File: src/design/ack_coalescing_receiver_defines.svh
// ----------------------------------------------------------------------------
// Assertion macros for the ack coalescing receiver
// Concurrent checks that compile away when SYNTH is defined.
// ----------------------------------------------------------------------------
`ifndef ACK_COALESCING_RECEIVER_DEFINES_SVH
`define ACK_COALESCING_RECEIVER_DEFINES_SVH

`ifndef SYNTH
// same-cycle implication
`define ACR_ASSERT_IMP(label, clk, rst, ante, cons, msg) \
   label: assert property (@(posedge clk) disable iff (rst) (ante) |-> (cons)) \
      else $error(msg);
// next-cycle implication
`define ACR_ASSERT_NEXT(label, clk, rst, ante, cons, msg) \
   label: assert property (@(posedge clk) disable iff (rst) (ante) |=> (cons)) \
      else $error(msg);
`else
`define ACR_ASSERT_IMP(label, clk, rst, ante, cons, msg)
`define ACR_ASSERT_NEXT(label, clk, rst, ante, cons, msg)
`endif

`endif

File: src/design/acr_pkg.sv
// ----------------------------------------------------------------------------
// acr_pkg
// Types and constants shared by the ack coalescing receiver modules.
// ----------------------------------------------------------------------------
package acr_pkg;

   localparam int SEQ_W    = 16;
   localparam int COUNT_W  = 8;
   localparam int TICKS_W  = 16;
   localparam int CSR_IDX_W = 8;
   localparam int CSR_DATA_W = 16;

   typedef enum logic {
      ACT_PACKET = 1'b0,
      ACT_TICK   = 1'b1
   } action_type;

   typedef enum logic [CSR_IDX_W-1:0] {
      CSR_THRESHOLD = 8'd0,
      CSR_INTERVAL  = 8'd1
   } csr_index_type;

   typedef struct packed {
      logic             accepted;
      logic             ack_valid;
      logic [SEQ_W-1:0] ack_seq;
   } result_type;

   typedef struct packed {
      logic [COUNT_W-1:0] acks_threshold;
      logic [TICKS_W-1:0] ack_interval_ticks;
   } cfg_type;

endpackage

File: src/design/acr_core.sv
// ----------------------------------------------------------------------------
// acr_core
// Receive state (last sequence, unacked count, ack countdown) and the
// combinational decision for one packet or tick.
// ----------------------------------------------------------------------------
`include "ack_coalescing_receiver_defines.svh"

module acr_core
   import acr_pkg::*;
(
   input  logic             clock,
   input  logic             reset,
   input  logic             fire,
   input  action_type       action,
   input  logic [SEQ_W-1:0] seq_in,
   input  cfg_type          cfg,
   output result_type       result
);

   logic [SEQ_W-1:0]   last_seq_ff, last_seq_in;
   logic [COUNT_W-1:0] pending_ff, pending_in;
   logic [TICKS_W-1:0] ticks_ff, ticks_in;

   logic [SEQ_W-1:0]   expect_seq;
   logic [COUNT_W-1:0] count_inc;
   logic               hit;
   logic               due;

   always_comb begin
      // 0 is skipped on wrap
      expect_seq = last_seq_ff + SEQ_W'(1);
      if (expect_seq == '0) begin
         expect_seq = SEQ_W'(1);
      end
      hit       = (seq_in == expect_seq);
      count_inc = (pending_ff == '1) ? pending_ff : pending_ff + COUNT_W'(1);
      due       = (ticks_ff <= TICKS_W'(1));
   end

   always_comb begin
      last_seq_in = last_seq_ff;
      pending_in  = pending_ff;
      ticks_in    = ticks_ff;
      result      = '0;
      unique case (action)
         ACT_PACKET: begin
            if (hit) begin
               result.accepted = 1'b1;
               last_seq_in     = seq_in;
               ticks_in        = cfg.ack_interval_ticks;
               if (count_inc >= cfg.acks_threshold) begin
                  pending_in       = '0;
                  result.ack_valid = 1'b1;
                  result.ack_seq   = seq_in;
               end else begin
                  pending_in = count_inc;
               end
            end
         end
         ACT_TICK: begin
            if (due) begin
               result.ack_valid = 1'b1;
               result.ack_seq   = last_seq_ff;
               ticks_in         = cfg.ack_interval_ticks;
               pending_in       = '0;
            end else begin
               ticks_in = ticks_ff - TICKS_W'(1);
            end
         end
         default: ;
      endcase
   end

   always_ff @(posedge clock) begin
      if (reset) begin
         last_seq_ff <= '0;
         pending_ff  <= '0;
         ticks_ff    <= '0;
      end else if (fire) begin
         last_seq_ff <= last_seq_in;
         pending_ff  <= pending_in;
         ticks_ff    <= ticks_in;
      end
   end

   `ACR_ASSERT_NEXT(a_accept_takes_seq, clock, reset, fire && action == ACT_PACKET && hit, last_seq_ff == $past(seq_in), "accepted packet did not become last sequence")
   `ACR_ASSERT_NEXT(a_never_last_zero, clock, reset, fire && action == ACT_PACKET && hit, last_seq_ff != '0, "sequence 0 was accepted")
   `ACR_ASSERT_NEXT(a_ack_clears_count, clock, reset, fire && result.ack_valid, pending_ff == '0, "ack left pending count nonzero")

endmodule

File: src/design/ack_coalescing_receiver.sv
// ----------------------------------------------------------------------------
// ack_coalescing_receiver
// Cumulative ack receiver with delayed, coalesced acknowledgements.
// ----------------------------------------------------------------------------
// Takes one beat per clock on req_ (packet sequence number or time tick) while
// the result queue has room, and returns exactly one result beat per request
// on rsp_. A request is held in the input register, is decided by a single
// compare, increment and countdown step, and lands in a two-entry result
// queue; throughput is one beat per cycle while rsp_tready keeps up. The
// queue lets the block take a new request while an earlier result still
// waits. csr_ writes are always ready and must be issued while idle.
`include "ack_coalescing_receiver_defines.svh"

module ack_coalescing_receiver
   import acr_pkg::*;
(
   input  logic                  clock,
   input  logic                  reset,
   // request channel
   input  logic                  req_tvalid,
   output logic                  req_tready,
   input  logic [15:0]           req_tdata,   // [15:0] seq_in
   input  logic                  req_tuser,   // [0] action
   // result channel
   output logic                  rsp_tvalid,
   input  logic                  rsp_tready,
   output logic [15:0]           rsp_tdata,   // [15:0] ack_seq
   output logic [1:0]            rsp_tuser,   // [0] accepted, [1] ack_valid
   // configuration write channel
   input  logic                  csr_valid,
   output logic                  csr_ready,
   input  logic [CSR_IDX_W-1:0]  csr_index,
   input  logic [CSR_DATA_W-1:0] csr_data
);

   cfg_type          cfg_ff;

   logic             in_valid_ff;
   action_type       in_action_ff;
   logic [SEQ_W-1:0] in_seq_ff;

   result_type       q_ff [2];
   logic             wr_ptr_ff, rd_ptr_ff;
   logic [1:0]       count_ff, count_in;

   logic             fire;
   logic             push;
   logic             pop;
   result_type       result;

   assign csr_ready = 1'b1;

   always_ff @(posedge clock) begin
      if (reset) begin
         cfg_ff.acks_threshold     <= COUNT_W'(8);
         cfg_ff.ack_interval_ticks <= TICKS_W'(100);
      end else if (csr_valid) begin
         priority case (csr_index)
            CSR_THRESHOLD: cfg_ff.acks_threshold     <= csr_data[COUNT_W-1:0];
            CSR_INTERVAL:  cfg_ff.ack_interval_ticks <= csr_data[TICKS_W-1:0];
            default: ;
         endcase
      end
   end

   // advance the input register into the queue whenever there is room
   assign fire       = in_valid_ff && (count_ff != 2'd2);
   assign push       = fire;
   assign pop        = rsp_tvalid && rsp_tready;
   assign req_tready = !in_valid_ff || fire;

   always_ff @(posedge clock) begin
      if (reset) begin
         in_valid_ff <= 1'b0;
      end else if (req_tready) begin
         in_valid_ff <= req_tvalid;
      end
   end

   always_ff @(posedge clock) begin
      if (req_tready && req_tvalid) begin
         in_action_ff <= action_type'(req_tuser);
         in_seq_ff    <= req_tdata;
      end
   end

   acr_core u_core (
      .clock  (clock),
      .reset  (reset),
      .fire   (fire),
      .action (in_action_ff),
      .seq_in (in_seq_ff),
      .cfg    (cfg_ff),
      .result (result)
   );

   always_comb begin
      count_in = count_ff;
      unique case ({push, pop})
         2'b10:   count_in = count_ff + 2'd1;
         2'b01:   count_in = count_ff - 2'd1;
         default: count_in = count_ff;
      endcase
   end

   always_ff @(posedge clock) begin
      if (reset) begin
         wr_ptr_ff <= 1'b0;
         rd_ptr_ff <= 1'b0;
         count_ff  <= '0;
      end else begin
         count_ff <= count_in;
         if (push) begin
            wr_ptr_ff <= ~wr_ptr_ff;
         end
         if (pop) begin
            rd_ptr_ff <= ~rd_ptr_ff;
         end
      end
   end

   always_ff @(posedge clock) begin
      if (push) begin
         q_ff[wr_ptr_ff] <= result;
      end
   end

   assign rsp_tvalid = (count_ff != '0);
   assign rsp_tdata  = q_ff[rd_ptr_ff].ack_seq;
   assign rsp_tuser  = {q_ff[rd_ptr_ff].ack_valid, q_ff[rd_ptr_ff].accepted};

   `ACR_ASSERT_IMP(a_count_bound, clock, reset, 1'b1, count_ff <= 2'd2, "result queue overflow")
   `ACR_ASSERT_IMP(a_seq_zero_no_ack, clock, reset, rsp_tvalid && !rsp_tuser[1], rsp_tdata == '0, "ack_seq nonzero without ack")
   `ACR_ASSERT_NEXT(a_push_shows, clock, reset, push && count_ff == '0, rsp_tvalid, "pushed result not presented")

endmodule
File: config.mk
export PLATFORM = sky130hd
export DESIGN_NAME = ack_coalescing_receiver
export DESIGN_NICKNAME = d
export VERILOG_FILES = /design/src/design/acr_pkg.sv /design/src/design/acr_core.sv /design/src/design/ack_coalescing_receiver.sv
export VERILOG_INCLUDE_DIRS = /design/src /design/src/design
export SDC_FILE = /design/constraint.sdc
export NUM_CORES = 1
export LEC_CHECK = 0
export BUFFER_PORTS_ARGS = -buffer_cell sky130_fd_sc_hd__buf_4
export CAP_MARGIN = 25
export CORE_MARGIN = 2
export CORE_UTILIZATION = 30
export DETAILED_ROUTE_END_ITERATION = 10
export REMOVE_ABC_BUFFERS = 1
export SYNTH_ARGS = -nofsm -noshare
export SYNTH_HDL_FRONTEND = slang
export SYNTH_SLANG_ARGS = --single-unit
File: constraint.sdc
create_clock -name clock -period 4.45 [get_ports clock]
set_input_delay 0.2225 -clock clock [delete_from_list [all_inputs] [get_ports clock]]
set_output_delay 0.2225 -clock clock [all_outputs]
set_load 0.01 [all_outputs]
==> results.cfg <==
[status]
outcome = complete, no violations

[critical_path]
rr_worst_depth = 10
reg2reg_slack_ns = 0.92
r2r_end = u_core.ticks_ff[10]
worstSetupPathType = register to register
cp_data_required_time_ns = 4.81
arrival_ns = 3.89
end_kind = register
r2r-start = u_core.last_seq_ff[2]
setup.worst_path.start_class = register
path_max_fanout = 11

[routing]
vias = 4907
drc = 0
ant_nets = 0
wl_per_cell_um = 15.6
drt-total-wl_um = 15200
viasPerCell = 5.03
drtPass1Iterations = 4
drt_iter0_drc = 276

[timing]
post-route-period-util_pct = 79.4
rsz0062_at_grt = false
fin_crit_ns = 3.53
max_freq_mhz = 283
finClkSkew_ns = 0.00914
setup_viol = 0
max_slew.worst_pin.slew_ns = 1.01
slew-limit-headroom_pct = 32.7
finalMaxSlewViolations = 0
tns_ns = 0
finalHoldViolations = 0

[clocking]
numCtsBuffers = 17
clk_path_buf_depth = 2
cts_root_buffer = clkbuf_16
ctsResizeCount = 0
clock_latency_ns = 0.42
cts_max_level = 4
cts.clk_slew.worst_paths_ns = 0.06
tritoncts = built
cts_sinks = 123

[pwr]
p_leak_uw = 0.00299
p_per_area_mw_per_mm2 = 434
ir_drop_mv = 0.190

[yosys]
synth.avg_cell_area_um2 = 10.3
synth_area_leaders = edfxtp_1 (25%), dfxtp_1 (22%), mux2i_1 (6.3%), nor2_1 (4.8%), mux2_2 (3.4%)
synth-async-reset-ratio_pct = 0
ys_ff_latch = 123
synthCells = 618
yosys_most_used_dff = dfxtp_1
post_synth_num_cell_types = 73
ys.warnings.count = 0
netlist.top_cell.by_area = edfxtp_1
synth_edf_count = 53
yosys.area.top_type_share_pct = 25.1
synth_area_mm2 = 0.00634
ys_seq_area_share_pct = 47.2

[grt]
grt_pass1_vias = 4959
grt_pass1_wl_um = 25200
grt_remaining_overflow = 0
antenna_found_initial = 0
grt.total_usage_pct = 14.5
grt_max_degree = 59

[layout]
fin_nets = 746
drive_above_1_share_pct = 19.9
layout-area-overhead-vs-synth_pct = 23.4
diodes = 0
layoutNonFillerInstCount = 975

[die]
die_area_mm2 = 0.0223
io_pins = 67
core_mm2 = 0.0209
die_x_um = 149
start_util_pct = 30.4
rows = 53
die_h_um = 149

[worst_hold_path]
min_path_cells = 3
whs_endpoint = cfg_ff[13]
hp-start = csr_data[13]
min_path_type = input pin to register

[placed_design]
dp_cells = 926
place.gp.congestion = 0.827
hpwl_um = 10200
io_buffer_count = 65

[job]
drv_cap = 0
## kinds of logic after synthesis
logic type      Yosys count  synth area share (%)
simple gates            217                  17.9
compound gates          119                  14.3
fa+ha+maj                13                  2.56
mux                      59                  9.69
flops                   123                  47.2
other cells               1                0.0591
xor+xnor                 28                  3.99
buf+inv                  58                  4.30
## stage by stage
step | util [%] | instance area [µm²] | power [µW] | hold slack [ns] | setup WS [ns]
after floorplan | - | 6140 | 1710 | 0.292 | 1.18
final | 37.5 | 7820 | 3390 | 0.0318 | 0.918
after global placement | 33.6 | 7020 | 1970 | 0.401 | 1.05
after global routing | 37.5 | 7820 | 3550 | 0.0254 | 0.611
after detailed placement | 33.7 | 7040 | 1970 | 0.402 | 1.00
after CTS | 37.5 | 7820 | 3420 | 0.0170 | 0.954
## Yosys cell counts, drive strengths merged (15+ instances only)
| library cell | count |
|---|---|
| nand2 | 34 |
| nor3 | 18 |
| dfxtp | 70 |
| nor2 | 81 |
| edfxtp | 53 |
| inv | 17 |
| xnor2 | 20 |
| mux2i | 40 |
| o21ai | 24 |
| clkbuf | 20 |
| a22o | 16 |
| buf | 20 |
| mux2 | 19 |
| nand3 | 19 |
| a21oi | 15 |
## critical path: stages, from the launching register on
cell	delay, ns
dfxtp_1	0.50
nand3_2	0.27
nor4_2	0.49
xor2_1	0.14
or3b_2	0.47
o31ai_2	0.30
o2111ai_1	0.17
buf_4	0.22
a21oi_1	0.47
buf_4	0.25
o221a_1	0.18
## flip-flops by register name, indices dropped and copies added, names as in the netlist, named ones only
name and cells:
rd_ptr_ff 1, in_seq_ff 16, wr_ptr_ff 1, count_ff 2, u_core.last_seq_ff 16, cfg_ff 24
u_core.ticks_ff 16, in_action_ff 1, in_valid_ff 1, q_ff 36, u_core.pending_ff 8
## how the worst max path moves through the flow
| stage | start | endpoint | slack, ns | cells past startpoint |
|---|---|---|---|---|
| finish | u_core.last_seq_ff[2] | u_core.ticks_ff[10] | 0.92 | 10 |
| global route | u_core.last_seq_ff[2] | u_core.ticks_ff[7] | 0.61 | 10 |
| CTS | u_core.last_seq_ff[2] | u_core.ticks_ff[7] | 0.95 | 10 |
| detailed placement | u_core.last_seq_ff[2] | u_core.ticks_ff[7] | 1.00 | 10 |
| global placement | u_core.last_seq_ff[2] | u_core.ticks_ff[7] | 1.05 | 10 |
| floorplan | u_core.last_seq_ff[2] | u_core.ticks_ff[10] | 1.18 | 8 |
## report_power, final
part / switching [µW] / internal (µW) / total [µW]
sequential: 74.7 / 1250 / 1320
clock: 492 / 944 / 1440
combinational: 347 / 286 / 634
## layout by cell type (no fill, tap or decap), types with 18 or more instances in the layout
master     n
dfxtp_1   70
xnor2_1   19
nor2_1    81
mux2i_1   40
edfxtp_1  53
nand3_1   18
mux2_2    19
buf_4     72
nand2_1   34
## area by class of cell
| type | instances | area, µm² |
|---|---|---|
| fillers | 2056 | 13100 |
| multi-input cells | 437 | 3080 |
| flip-flops and latches | 123 | 2990 |
| repair buffers | 90 | 726 |
| clock buffers | 19 | 443 |
| well taps | 275 | 344 |
| clock inverters | 13 | 174 |
| inverters | 18 | 67.6 |
## routing by layer
| metal | up-vias | share of wire, % | global-route usage, % |
|---|---|---|---|
| li1 | 2442 | - | - |
| met1 | 2365 | 47 | 18.3 |
| met2 | 86 | 48 | 24.0 |
| met3 | 14 | 3.5 | 3.79 |
| met4 | 0 | 1.3 | 5.05 |
| met5 | - | 0 | 0 |
## what timing repair did
item	CTS	global route
buffers inserted	0	0
endpoints found under the hold margin	17	0
hold buffers	17	0
Note: power is estimated with default switching activity, not from simulation.
